**config.mk**
```make
export PLATFORM = sky130hd
export DESIGN_NAME = rgbe_rle_scanline_decoder
export DESIGN_NICKNAME = d
export VERILOG_FILES = /design/src/hdl/rrle_pkg.sv /design/src/hdl/rrle_front.sv /design/src/hdl/rrle_back.sv /design/src/hdl/rgbe_rle_scanline_decoder.sv
export SDC_FILE = /design/constraint.sdc
export NUM_CORES = 1
export LEC_CHECK = 0
export ABC_AREA = 1
export BUFFER_PORTS_ARGS = -buffer_cell sky130_fd_sc_hd__buf_2
export CORE_ASPECT_RATIO = 0.9
export CORE_MARGIN = 8
export CORE_UTILIZATION = 50
export CTS_CLUSTER_DIAMETER = 40
export DETAILED_ROUTE_END_ITERATION = 6
export GPL_TIMING_DRIVEN = 0
export PLACE_DENSITY = 0.71
export SLEW_MARGIN = 20
export SYNTH_ARGS = -nofsm -noshare
export SYNTH_HDL_FRONTEND = slang
export SYNTH_SLANG_ARGS = --single-unit
```
**constraint.sdc**
```tcl
create_clock -name clock -period 11.18 [get_ports clock]
set_input_delay 3.354 -clock clock [delete_from_list [all_inputs] [get_ports clock]]
set_output_delay 3.354 -clock clock [all_outputs]
set_load 0.02 [all_outputs]
```
**src/hdl/rrle_pkg.sv**
```systemverilog
// Shared types and constants for the RGBE run-length scanline decoder.
package rrle_pkg;

   localparam int QUEUE_DEPTH_DEFAULT = 4;

   localparam logic [7:0] LINE_MARKER = 8'd2;
   localparam logic [7:0] RUN_BASE = 8'd128;
   localparam logic [1:0] LAST_PLANE = 2'd3;

   localparam logic [1:0] KIND_SEGMENT = 2'd0;
   localparam logic [1:0] KIND_MARKER = 2'd1;
   localparam logic [1:0] KIND_WIDTH = 2'd2;
   localparam logic [1:0] KIND_OVERRUN = 2'd3;

   localparam logic [1:0] REG_LINE_WIDTH = 2'd0;
   localparam logic [1:0] REG_LINE_COUNT = 2'd1;

   typedef enum logic [2:0] {
      PH_MARKER = 3'd0,
      PH_SKIP = 3'd1,
      PH_WHIGH = 3'd2,
      PH_WLOW = 3'd3,
      PH_CODE = 3'd4,
      PH_RUNVAL = 3'd5,
      PH_LITERAL = 3'd6
   } phase_type;

   typedef struct packed {
      logic [7:0] data;
      logic is_zero;
      logic is_run;
      logic [7:0] count;
   } byte_info_type;

   typedef struct packed {
      logic [1:0] kind;
      logic [1:0] channel;
      logic [15:0] line_index;
      logic [15:0] start_x;
      logic [6:0] run_length;
      logic [7:0] pixel_value;
      logic image_done;
   } result_type;

endpackage

```
**src/hdl/rrle_front.sv**
```systemverilog
// Input queue that tags each incoming byte with its code class.
module rrle_front #(
   parameter int QUEUE_DEPTH = rrle_pkg::QUEUE_DEPTH_DEFAULT
) (
   input  logic clock,
   input  logic reset,
   input  logic push,
   input  logic [7:0] data_byte,
   output logic full,
   input  logic take,
   output logic avail,
   output rrle_pkg::byte_info_type info
);

   localparam int PTR_W = (QUEUE_DEPTH > 1) ? $clog2(QUEUE_DEPTH) : 1;
   localparam int CNT_W = $clog2(QUEUE_DEPTH + 1);
   localparam logic [PTR_W-1:0] LAST_PTR = PTR_W'(QUEUE_DEPTH - 1);
   localparam logic [CNT_W-1:0] FULL_CNT = CNT_W'(QUEUE_DEPTH);

   rrle_pkg::byte_info_type mem [QUEUE_DEPTH];
   rrle_pkg::byte_info_type tag;
   logic [PTR_W-1:0] wr_ptr_ff, wr_ptr_in, rd_ptr_ff, rd_ptr_in;
   logic [CNT_W-1:0] count_ff, count_in;
   logic do_push, do_take;

   assign full = (count_ff == FULL_CNT);
   assign avail = (count_ff != '0);
   assign do_push = push && !full;
   assign do_take = take && avail;
   assign info = mem[rd_ptr_ff];

   always_comb begin
      tag.data = data_byte;
      tag.is_zero = (data_byte == 8'd0);
      tag.is_run = (data_byte > rrle_pkg::RUN_BASE);
      tag.count = tag.is_run ? {1'b0, data_byte[6:0]} : data_byte;
   end

   always_comb begin
      wr_ptr_in = wr_ptr_ff;
      rd_ptr_in = rd_ptr_ff;
      count_in = count_ff;
      if (do_push) begin
         wr_ptr_in = (wr_ptr_ff == LAST_PTR) ? '0 : wr_ptr_ff + PTR_W'(1);
      end
      if (do_take) begin
         rd_ptr_in = (rd_ptr_ff == LAST_PTR) ? '0 : rd_ptr_ff + PTR_W'(1);
      end
      if (do_push && !do_take) begin
         count_in = count_ff + CNT_W'(1);
      end else if (!do_push && do_take) begin
         count_in = count_ff - CNT_W'(1);
      end
   end

   always_ff @(posedge clock) begin
      if (reset) begin
         wr_ptr_ff <= '0;
         rd_ptr_ff <= '0;
         count_ff <= '0;
      end else begin
         wr_ptr_ff <= wr_ptr_in;
         rd_ptr_ff <= rd_ptr_in;
         count_ff <= count_in;
      end
   end

   always_ff @(posedge clock) begin
      if (do_push) begin
         mem[wr_ptr_ff] <= tag;
      end
   end

endmodule

```
**src/hdl/rrle_back.sv**
```systemverilog
// Scanline parser that executes tagged bytes and queues the results.
module rrle_back (
   input  logic clock,
   input  logic reset,
   input  logic [15:0] line_width,
   input  logic [15:0] line_count,
   input  logic avail,
   input  rrle_pkg::byte_info_type info,
   output logic take,
   input  logic pop,
   output logic empty,
   output rrle_pkg::result_type head
);

   rrle_pkg::phase_type phase_ff, phase_in;
   logic [1:0] plane_ff, plane_in;
   logic [15:0] column_ff, column_in;
   logic [15:0] row_ff, row_in;
   logic [7:0] remaining_ff, remaining_in;
   logic [7:0] width_high_ff, width_high_in;
   logic halted_ff, halted_in;

   rrle_pkg::result_type res;
   logic res_valid;
   logic active;
   logic code_over, width_bad, marker_bad;
   logic [7:0] seg_len, rem_dec;
   logic [16:0] seg_end;
   logic end_ge, last_row, done;

   rrle_pkg::result_type outq [2];
   logic wr_ptr_ff, rd_ptr_ff;
   logic [1:0] out_cnt_ff, out_cnt_in;
   logic out_push, out_pop;

   assign take = avail && (out_cnt_ff != 2'd2);
   assign active = take && !halted_ff;

   assign marker_bad = (info.data != rrle_pkg::LINE_MARKER);
   assign width_bad = ({width_high_ff, info.data} != line_width);
   assign code_over = ({1'b0, column_ff} + {9'd0, info.count}) > {1'b0, line_width};
   assign seg_len = (phase_ff == rrle_pkg::PH_LITERAL) ? 8'd1 : remaining_ff;
   assign rem_dec = remaining_ff - 8'd1;
   assign seg_end = {1'b0, column_ff} + {9'd0, seg_len};
   assign end_ge = (seg_end >= {1'b0, line_width});
   assign last_row = ((row_ff + 16'd1) == line_count);
   assign done = end_ge && (plane_ff == rrle_pkg::LAST_PLANE) && last_row;

   always_comb begin
      phase_in = phase_ff;
      if (active) begin
         unique case (phase_ff)
            rrle_pkg::PH_MARKER: begin
               if (!marker_bad) phase_in = rrle_pkg::PH_SKIP;
            end
            rrle_pkg::PH_SKIP: phase_in = rrle_pkg::PH_WHIGH;
            rrle_pkg::PH_WHIGH: phase_in = rrle_pkg::PH_WLOW;
            rrle_pkg::PH_WLOW: begin
               if (!width_bad) phase_in = rrle_pkg::PH_CODE;
            end
            rrle_pkg::PH_CODE: begin
               if (!info.is_zero && !code_over) begin
                  phase_in = info.is_run ? rrle_pkg::PH_RUNVAL : rrle_pkg::PH_LITERAL;
               end
            end
            rrle_pkg::PH_RUNVAL, rrle_pkg::PH_LITERAL: begin
               if (end_ge) begin
                  phase_in = (plane_ff == rrle_pkg::LAST_PLANE) ?
                             rrle_pkg::PH_MARKER : rrle_pkg::PH_CODE;
               end else if (phase_ff == rrle_pkg::PH_RUNVAL || rem_dec == 8'd0) begin
                  phase_in = rrle_pkg::PH_CODE;
               end else begin
                  phase_in = rrle_pkg::PH_LITERAL;
               end
            end
            default: phase_in = rrle_pkg::PH_MARKER;
         endcase
      end
   end

   always_comb begin
      plane_in = plane_ff;
      column_in = column_ff;
      row_in = row_ff;
      remaining_in = remaining_ff;
      width_high_in = width_high_ff;
      halted_in = halted_ff;
      res_valid = 1'b0;
      res.kind = rrle_pkg::KIND_SEGMENT;
      res.channel = plane_ff;
      res.line_index = row_ff;
      res.start_x = column_ff;
      res.run_length = 7'd0;
      res.pixel_value = info.data;
      res.image_done = 1'b0;
      if (active) begin
         unique case (phase_ff)
            rrle_pkg::PH_MARKER: begin
               if (marker_bad) begin
                  res_valid = 1'b1;
                  res.kind = rrle_pkg::KIND_MARKER;
                  halted_in = 1'b1;
               end
            end
            rrle_pkg::PH_SKIP: begin
            end
            rrle_pkg::PH_WHIGH: width_high_in = info.data;
            rrle_pkg::PH_WLOW: begin
               if (width_bad) begin
                  res_valid = 1'b1;
                  res.kind = rrle_pkg::KIND_WIDTH;
                  halted_in = 1'b1;
               end else begin
                  plane_in = 2'd0;
                  column_in = 16'd0;
               end
            end
            rrle_pkg::PH_CODE: begin
               if (!info.is_zero) begin
                  if (code_over) begin
                     res_valid = 1'b1;
                     res.kind = rrle_pkg::KIND_OVERRUN;
                     halted_in = 1'b1;
                  end else begin
                     remaining_in = info.count;
                  end
               end
            end
            rrle_pkg::PH_RUNVAL, rrle_pkg::PH_LITERAL: begin
               res_valid = 1'b1;
               res.run_length = seg_len[6:0];
               res.image_done = done;
               halted_in = done;
               remaining_in = (phase_ff == rrle_pkg::PH_RUNVAL) ? 8'd0 : rem_dec;
               column_in = seg_end[15:0];
               if (end_ge) begin
                  column_in = 16'd0;
                  remaining_in = 8'd0;
                  if (plane_ff == rrle_pkg::LAST_PLANE) begin
                     plane_in = 2'd0;
                     row_in = row_ff + 16'd1;
                  end else begin
                     plane_in = plane_ff + 2'd1;
                  end
               end
            end
            default: begin
            end
         endcase
      end
   end

   always_ff @(posedge clock) begin
      if (reset) begin
         phase_ff <= rrle_pkg::PH_MARKER;
         plane_ff <= 2'd0;
         column_ff <= 16'd0;
         row_ff <= 16'd0;
         remaining_ff <= 8'd0;
         width_high_ff <= 8'd0;
         halted_ff <= 1'b0;
      end else begin
         phase_ff <= phase_in;
         plane_ff <= plane_in;
         column_ff <= column_in;
         row_ff <= row_in;
         remaining_ff <= remaining_in;
         width_high_ff <= width_high_in;
         halted_ff <= halted_in;
      end
   end

   assign out_push = take && res_valid;
   assign out_pop = pop && !empty;
   assign empty = (out_cnt_ff == 2'd0);
   assign head = outq[rd_ptr_ff];

   always_comb begin
      out_cnt_in = out_cnt_ff;
      if (out_push && !out_pop) begin
         out_cnt_in = out_cnt_ff + 2'd1;
      end else if (!out_push && out_pop) begin
         out_cnt_in = out_cnt_ff - 2'd1;
      end
   end

   always_ff @(posedge clock) begin
      if (reset) begin
         wr_ptr_ff <= 1'b0;
         rd_ptr_ff <= 1'b0;
         out_cnt_ff <= 2'd0;
      end else begin
         if (out_push) wr_ptr_ff <= !wr_ptr_ff;
         if (out_pop) rd_ptr_ff <= !rd_ptr_ff;
         out_cnt_ff <= out_cnt_in;
      end
   end

   always_ff @(posedge clock) begin
      if (out_push) begin
         outq[wr_ptr_ff] <= res;
      end
   end

endmodule

```
**src/hdl/rgbe_rle_scanline_decoder.sv**
```systemverilog
// Top level of the RGBE run-length scanline decoder with its control registers.
//
//   Channel   Ports                               Handshake
//   request   req_data_byte                       req_push / req_full
//   result    rsp_kind .. rsp_image_done          rsp_empty / rsp_pop
//   control   csr_index, csr_data                 csr_valid / csr_ready
//
// One byte is accepted every cycle while req_full is low; the parser retires
// one byte per cycle while the result queue has room. A byte is registered in the
// input queue before the parser, and its result in the result queue before a pop.
// A synchronous reset empties both queues and returns the parser to the line marker.
// The input queue holds QUEUE_DEPTH bytes and the result queue two entries, so
// a stalled result side fills them before req_full rises.
module rgbe_rle_scanline_decoder #(
   parameter int QUEUE_DEPTH = rrle_pkg::QUEUE_DEPTH_DEFAULT
) (
   input  logic clock,
   input  logic reset,
   input  logic req_push,
   output logic req_full,
   input  logic [7:0] req_data_byte,
   output logic rsp_empty,
   input  logic rsp_pop,
   output logic [1:0] rsp_kind,
   output logic [1:0] rsp_channel,
   output logic [15:0] rsp_line_index,
   output logic [15:0] rsp_start_x,
   output logic [6:0] rsp_run_length,
   output logic [7:0] rsp_pixel_value,
   output logic rsp_image_done,
   input  logic csr_valid,
   output logic csr_ready,
   input  logic [1:0] csr_index,
   input  logic [15:0] csr_data
);

   logic [15:0] line_width_ff, line_count_ff;
   logic avail, take;
   rrle_pkg::byte_info_type info;
   rrle_pkg::result_type head;

   assign csr_ready = 1'b1;

   always_ff @(posedge clock) begin
      if (reset) begin
         line_width_ff <= 16'd1;
         line_count_ff <= 16'd1;
      end else if (csr_valid) begin
         case (csr_index)
            rrle_pkg::REG_LINE_WIDTH: line_width_ff <= csr_data;
            rrle_pkg::REG_LINE_COUNT: line_count_ff <= csr_data;
            default: begin
            end
         endcase
      end
   end

   rrle_front #(
      .QUEUE_DEPTH(QUEUE_DEPTH)
   ) u_front (
      .clock(clock),
      .reset(reset),
      .push(req_push),
      .data_byte(req_data_byte),
      .full(req_full),
      .take(take),
      .avail(avail),
      .info(info)
   );

   rrle_back u_back (
      .clock(clock),
      .reset(reset),
      .line_width(line_width_ff),
      .line_count(line_count_ff),
      .avail(avail),
      .info(info),
      .take(take),
      .pop(rsp_pop),
      .empty(rsp_empty),
      .head(head)
   );

   assign rsp_kind = head.kind;
   assign rsp_channel = head.channel;
   assign rsp_line_index = head.line_index;
   assign rsp_start_x = head.start_x;
   assign rsp_run_length = head.run_length;
   assign rsp_pixel_value = head.pixel_value;
   assign rsp_image_done = head.image_done;

endmodule

```
After elaboration in Yosys (flattened, before gate mapping) --
Memories as Yosys holds them, arrays and structs flattened. A register that Yosys moved wholly into a read port is not among the register bits. Index checks and enable logic that the tools add are counted.
Operators by class: $add $sub $neg 11, $lt $le $gt $ge 3, equality and inequality tests 24, mux-type cells 57, reduce and logical (&&, ||, !) cells 46
Operators by type and width (number):
- 2-to-1 mux 8 bit | 6
- adder 16 x 8 -> 17 bit | 2
- 2-to-1 mux 16 bit | 2
- one-hot mux 16 bit (2 select lines) | 1
- 2-to-1 mux 2 bit | 15
- 2-to-1 mux 3 bit | 7
- 2-to-1 mux 1 bit | 18
- one-hot mux 3 bit (6 select lines) | 1
- greater-or-equal comparator 17 x 16 -> 1 bit | 1
- > comparator 17 x 16 -> 1 bit | 1
- adder 16 x 1 -> 16 bit (second input constant) | 1
- == test 16 bit | 1
- logical NOT 8 bit | 2
- != test 16 bit | 1
- one-hot mux 8 bit (2 select lines) | 1
- AND reduction 4 bit | 4
- 2-to-1 mux 7 bit | 2
- logical AND 1 bit | 13
- == test 3 bit (second input constant) | 4
- logical NOT 1 bit | 11
- != test 2 x 1 -> 1 bit (second input constant) | 5
- != test 2 bit (second input constant) | 5
- adder 2 x 1 -> 2 bit (second input constant) | 4
- > comparator 8 bit (second input constant) | 1
- other kinds (22) | 32
Word-level totals: register bits 97, bits in writable memories 176, input bits 31, output and inout port bits 55, word-level logic and storage cells 158, memories 2
Memories:
- u_back.outq | depth 2, bits a word 52, rd ports 1, clocked after Yosys merged registers in 1, write ports 1, RTL line rrle_back.sv:31 | rrle_pkg::result_type outq [2];
- u_front.mem | depth 4, bits a word 18, rd ports 1, clocked after Yosys merged registers in 1, write ports 1, RTL line rrle_front.sv:20 | rrle_pkg::byte_info_type mem [QUEUE_DEPTH];

Longest topological paths before layout --
depth in word-level cells 11, gate-level depth with buffers 32, mapped depth without buffers 31

By module --
From an unflattened synthesis, not the netlist that was laid out.
Unflattened totals: cell total of the unflattened synthesis 1489, area, all modules 13117.6 sq um
Modules (own cells, without submodules):
- rrle_back | times used 1, cells an instance 1088, area each 9459.1 sq um, seq. area each 4304.1 sq um
- rrle_front | times used 1, cells an instance 193, area each 2265.9 sq um, seq. area each 1501.4 sq um
- rgbe_rle_scanline_decoder | times used 1, cells an instance 208, area each 1392.6 sq um, seq. area each 640.6 sq um

Worst setup path before layout --
No wires, ideal clock.
path type register to register, from register with a tool-made name, to memory u_back.outq[0][0] in the netlist's numbering (enable), setup time 0.462 ns, arrival 5.505 ns, required time 10.718 ns, path slack 5.213 ns, stages on the path, launching flop included 29, buffers on the path 1, period minus slack after synthesis 5.967 ns, cell sequence dfxtp_1 > inv_2 > buf_6 > nand2_1 > nand3_1 > nand2_1 > inv_2 > ha_1 > nand3_1 > nand2_1 > nand3_1 > nand2_1 > nand2_1 > nand2_1 > a21oi_1 > o21ai_0 > nand2_1 > nor2_1 > nand2_1 > xor2_1 > ha_1 > nand3_1 > nor2_1 > nand3_1 > nand3_1 > nand2_1 > a21oi_1 > inv_1 > nor2_1
RTL lines (RTL line):
- end, declared | rrle_back.sv:31

==> results.json <==
{
  "pwr_density_cell_nw_per_um2": 242.2,
  "grt_pass1_wl_mm": 47.54,
  "internal_power_uw": 2241,
  "worst_pin_slew_ns": 1.052,
  "nets": 1560,
  "critical_path_required_ns": 7.83,
  "drt_iter0_drc": 724,
  "fin_crit_sh_pct": 52.80,
  "hold_viol": 0,
  "p_sw_uw": 1242,
  "cts_root_buffer": "clkbuf_16",
  "antenna_found_initial": 0,
  "synthesis.area_um2": 12390,
  "cts.sinks": 248,
  "crit_fanout": 10,
  "finish.utilization_pct": 59.13,
  "yosysUniqueCellTypes": 46,
  "wire_per_inst_um": 16.60,
  "worst_slew_margin_rel_pct": 29.59,
  "fp-row-count": 54,
  "regArea_um2": 6446,
  "clkPwrFrac_pct": 29.6,
  "end_kind": "primary output",
  "period_minus_slack_ns": 5.903,
  "final-max-slew-violation-count": 0,
  "grtUsageTotal_pct": 19.81,
  "leakage_uw": 0.006095,
  "cts_setup_buffers": 0,
  "insertedDiodeCount": 0,
  "grt_max_degree": 37,
  "ctsHoldBuffers": 0,
  "rsz0062_at_grt": "no",
  "start_util_pct": 50.93,
  "first_global_vias": 9246,
  "ys_seq_area_share_pct": 52.04,
  "fp.dieArea_um2": 30070,
  "power_frac_comb_pct": 33.5,
  "cts_tree": "yes",
  "cts_buffers": 34,
  "tns_ns": 0,
  "drc_errors": 0,
  "ys_seq_elements": 248,
  "syn_nets": 1437,
  "maxCapViolCount": 0,
  "io_pins": 86,
  "place_area_um2": 13270,
  "ir_drop_mv": 0.1430,
  "status": "finished clean",
  "crit_path_start_kind": "flip-flop",
  "place_hpwl_mm": 22.47,
  "final_cell_mix": "nand2_1 (290), edfxtp_1 (148), inv_1 (143)",
  "critPathKind": "reg -> out",
  "vias": 9557,
  "post_cts_resized": 0,
  "seq_power_share_pct": 36.9,
  "final-setup-viol-count": 0,
  "antenna_left": 0,
  "htree_num_levels": 2,
  "yosysWarnings": 0,
  "design_area_um2": 14380,
  "port_buffers": 84,
  "cp.arrival_ns": 2.55,
  "final_common_cell": "nand2_1",
  "path_clk_slew_ns": 0.06,
  "first_pass_iters": 5,
  "core_area_um2": 24320,
  "max_freq_ghz": 0.1694,
  "hp-class": "reg -> reg",
  "clkLatencyLatePin_ns": 0.51,
  "drive_gt1_share_pct": 15.69,
  "die_h_um": 165.3,
  "globalplace.congestion": 0.9550,
  "synthCells": 1344,
  "swShare_pct": 35.66,
  "syn2layout_area_growth_pct": 16.11,
  "routed_via_density": 5.312,
  "multi_input_area_um2": 5194,
  "synth.avg_cell_area_um2": 9.216,
  "ctsLongestPathBuffers": 3,
  "fill_cells": 2071,
  "wl_mm": 29.86,
  "die_w_um": 181.9,
  "overflow": 0,
  "clock_skew_ns": 0.02896
}
-- final cells by class --
| class | instances | area share [%] |
|---|---|---|
| Buffer | 40 | 1.348 |
| Clock buffer | 41 | 6.533 |
| Clock inverter | 19 | 1.183 |
| Inverter | 150 | 3.932 |
| Multi-Input combinational cell | 906 | 36.11 |
| Sequential cell | 248 | 44.82 |
| Tap cell | 308 | 2.679 |
| Timing Repair Buffer | 87 | 3.393 |
-- through the flow --
stage / setup slack [ns] / power, µW / cells / hold slack (ns)
6_report: 5.277 / 3484 / 1799 / 0.4509
5_1_grt: 5.165 / 3680 / 1799 / 0.4596
4_1_cts: 5.200 / 3509 / 1799 / 0.4547
3_5_place_dp: 5.759 / 2473 / 1739 / 0.4389
3_3_place_gp: 2.770 / 2416 / 1736 / 0.4264
2_1_floorplan: 5.213 / 2086 / 1344 / 0.4202
-- cells in the mapped netlist (all sizes together) --
master,number,share of area [%]
or2,3,0.15
clkinv,1,0.030
nor3,11,0.44
nor3b,1,0.061
nor4,6,0.35
buf,15,0.80
mux2,52,4.7
ha,59,6.0
edfxtp,148,36
xor2,36,2.5
o2111ai,1,0.071
a211oi,2,0.12
o32ai,1,0.071
and2,1,0.051
conb,1,0.030
dfxtp,100,16
a21boi,1,0.061
o211a,1,0.081
inv,149,4.5
o22ai,2,0.10
o211ai,4,0.24
a21o,1,0.061
o21a,1,0.061
nand4,16,0.81
nand2,294,9.0
nand3b,6,0.36
nand3,78,3.3
a21oi,104,4.2
nor2,126,4.0
a32o,1,0.081
a31oi,2,0.10
o21ai,74,3.0
clkbuf,25,0.77
xnor2,18,1.3
fa,3,0.48
-- power groups by stage --
stage               registers [µW]  logic (µW)  clock network, µW
floorplan                     1290         791                  0
global placement              1310        1100                  0
detailed placement            1300        1170                  0
CTS                           1290        1180               1050
global route                  1310        1290               1090
finish                        1290        1170               1030
-- worst max-delay path: stages (launching register included) --
cell and delay, ns:
dfxtp_1 0.32, clkbuf_1 0.57, clkbuf_1 0.55, mux2_2 0.43
buf_2 0.17
-- state kept, by name (all words and copies together) (netlist names), named ones only --
name                  flops
u_front.count_ff          3
u_back.halted_ff          1
u_front.mem              44
line_width_ff            16
line_count_ff            16
u_back.outq             104
u_back.row_ff            16
u_front.rd_ptr_ff         2
u_back.plane_ff           2
u_back.width_high_ff      8
u_front.wr_ptr_ff         2
u_back.rd_ptr_ff          1
u_back.out_cnt_ff         2
u_back.phase_ff           3
u_back.column_ff         16
u_back.remaining_ff       8
u_back.wr_ptr_ff          1
-- worst paths after layout --
kind / cells after the start / from / slack [ns] / endpoint
hold reg to reg: 0 / u_back.column_ff[9] / 0.45 / u_back.outq[0][25]
setup reg to reg: 28 / flip-flop / 5.69 / u_back.outq[0][16]
hold / removal: 0 / u_back.column_ff[9] / 0.45 / u_back.outq[0][25]
setup / recovery: 4 / flip-flop / 5.28 / rsp_start_x[15]
-- layer usage --
| layer | global-route usage, % | up-vias | wire [µm] |
|---|---|---|---|
| met1 | 26.32 | 4465 | 13670 |
| li1 | - | 4756 | - |
| met5 | 0 | - | 0 |
| met3 | 3.981 | 54 | 2027 |
| met4 | 6.255 | 0 | 580 |
| met2 | 32.32 | 282 | 13580 |
-- cells by family after synthesis --
kind of cell | count (synthesis) | share of synthesized area [%]
simple gates | 542 | 18.59
xor+xnor | 54 | 3.818
buf+inv | 190 | 6.111
compound gates | 195 | 8.242
fa+ha+maj | 62 | 6.444
mux | 52 | 4.727
flops | 248 | 52.04
other cells | 1 | 0.03027
Note: power is estimated with default switching activity, not from simulation.
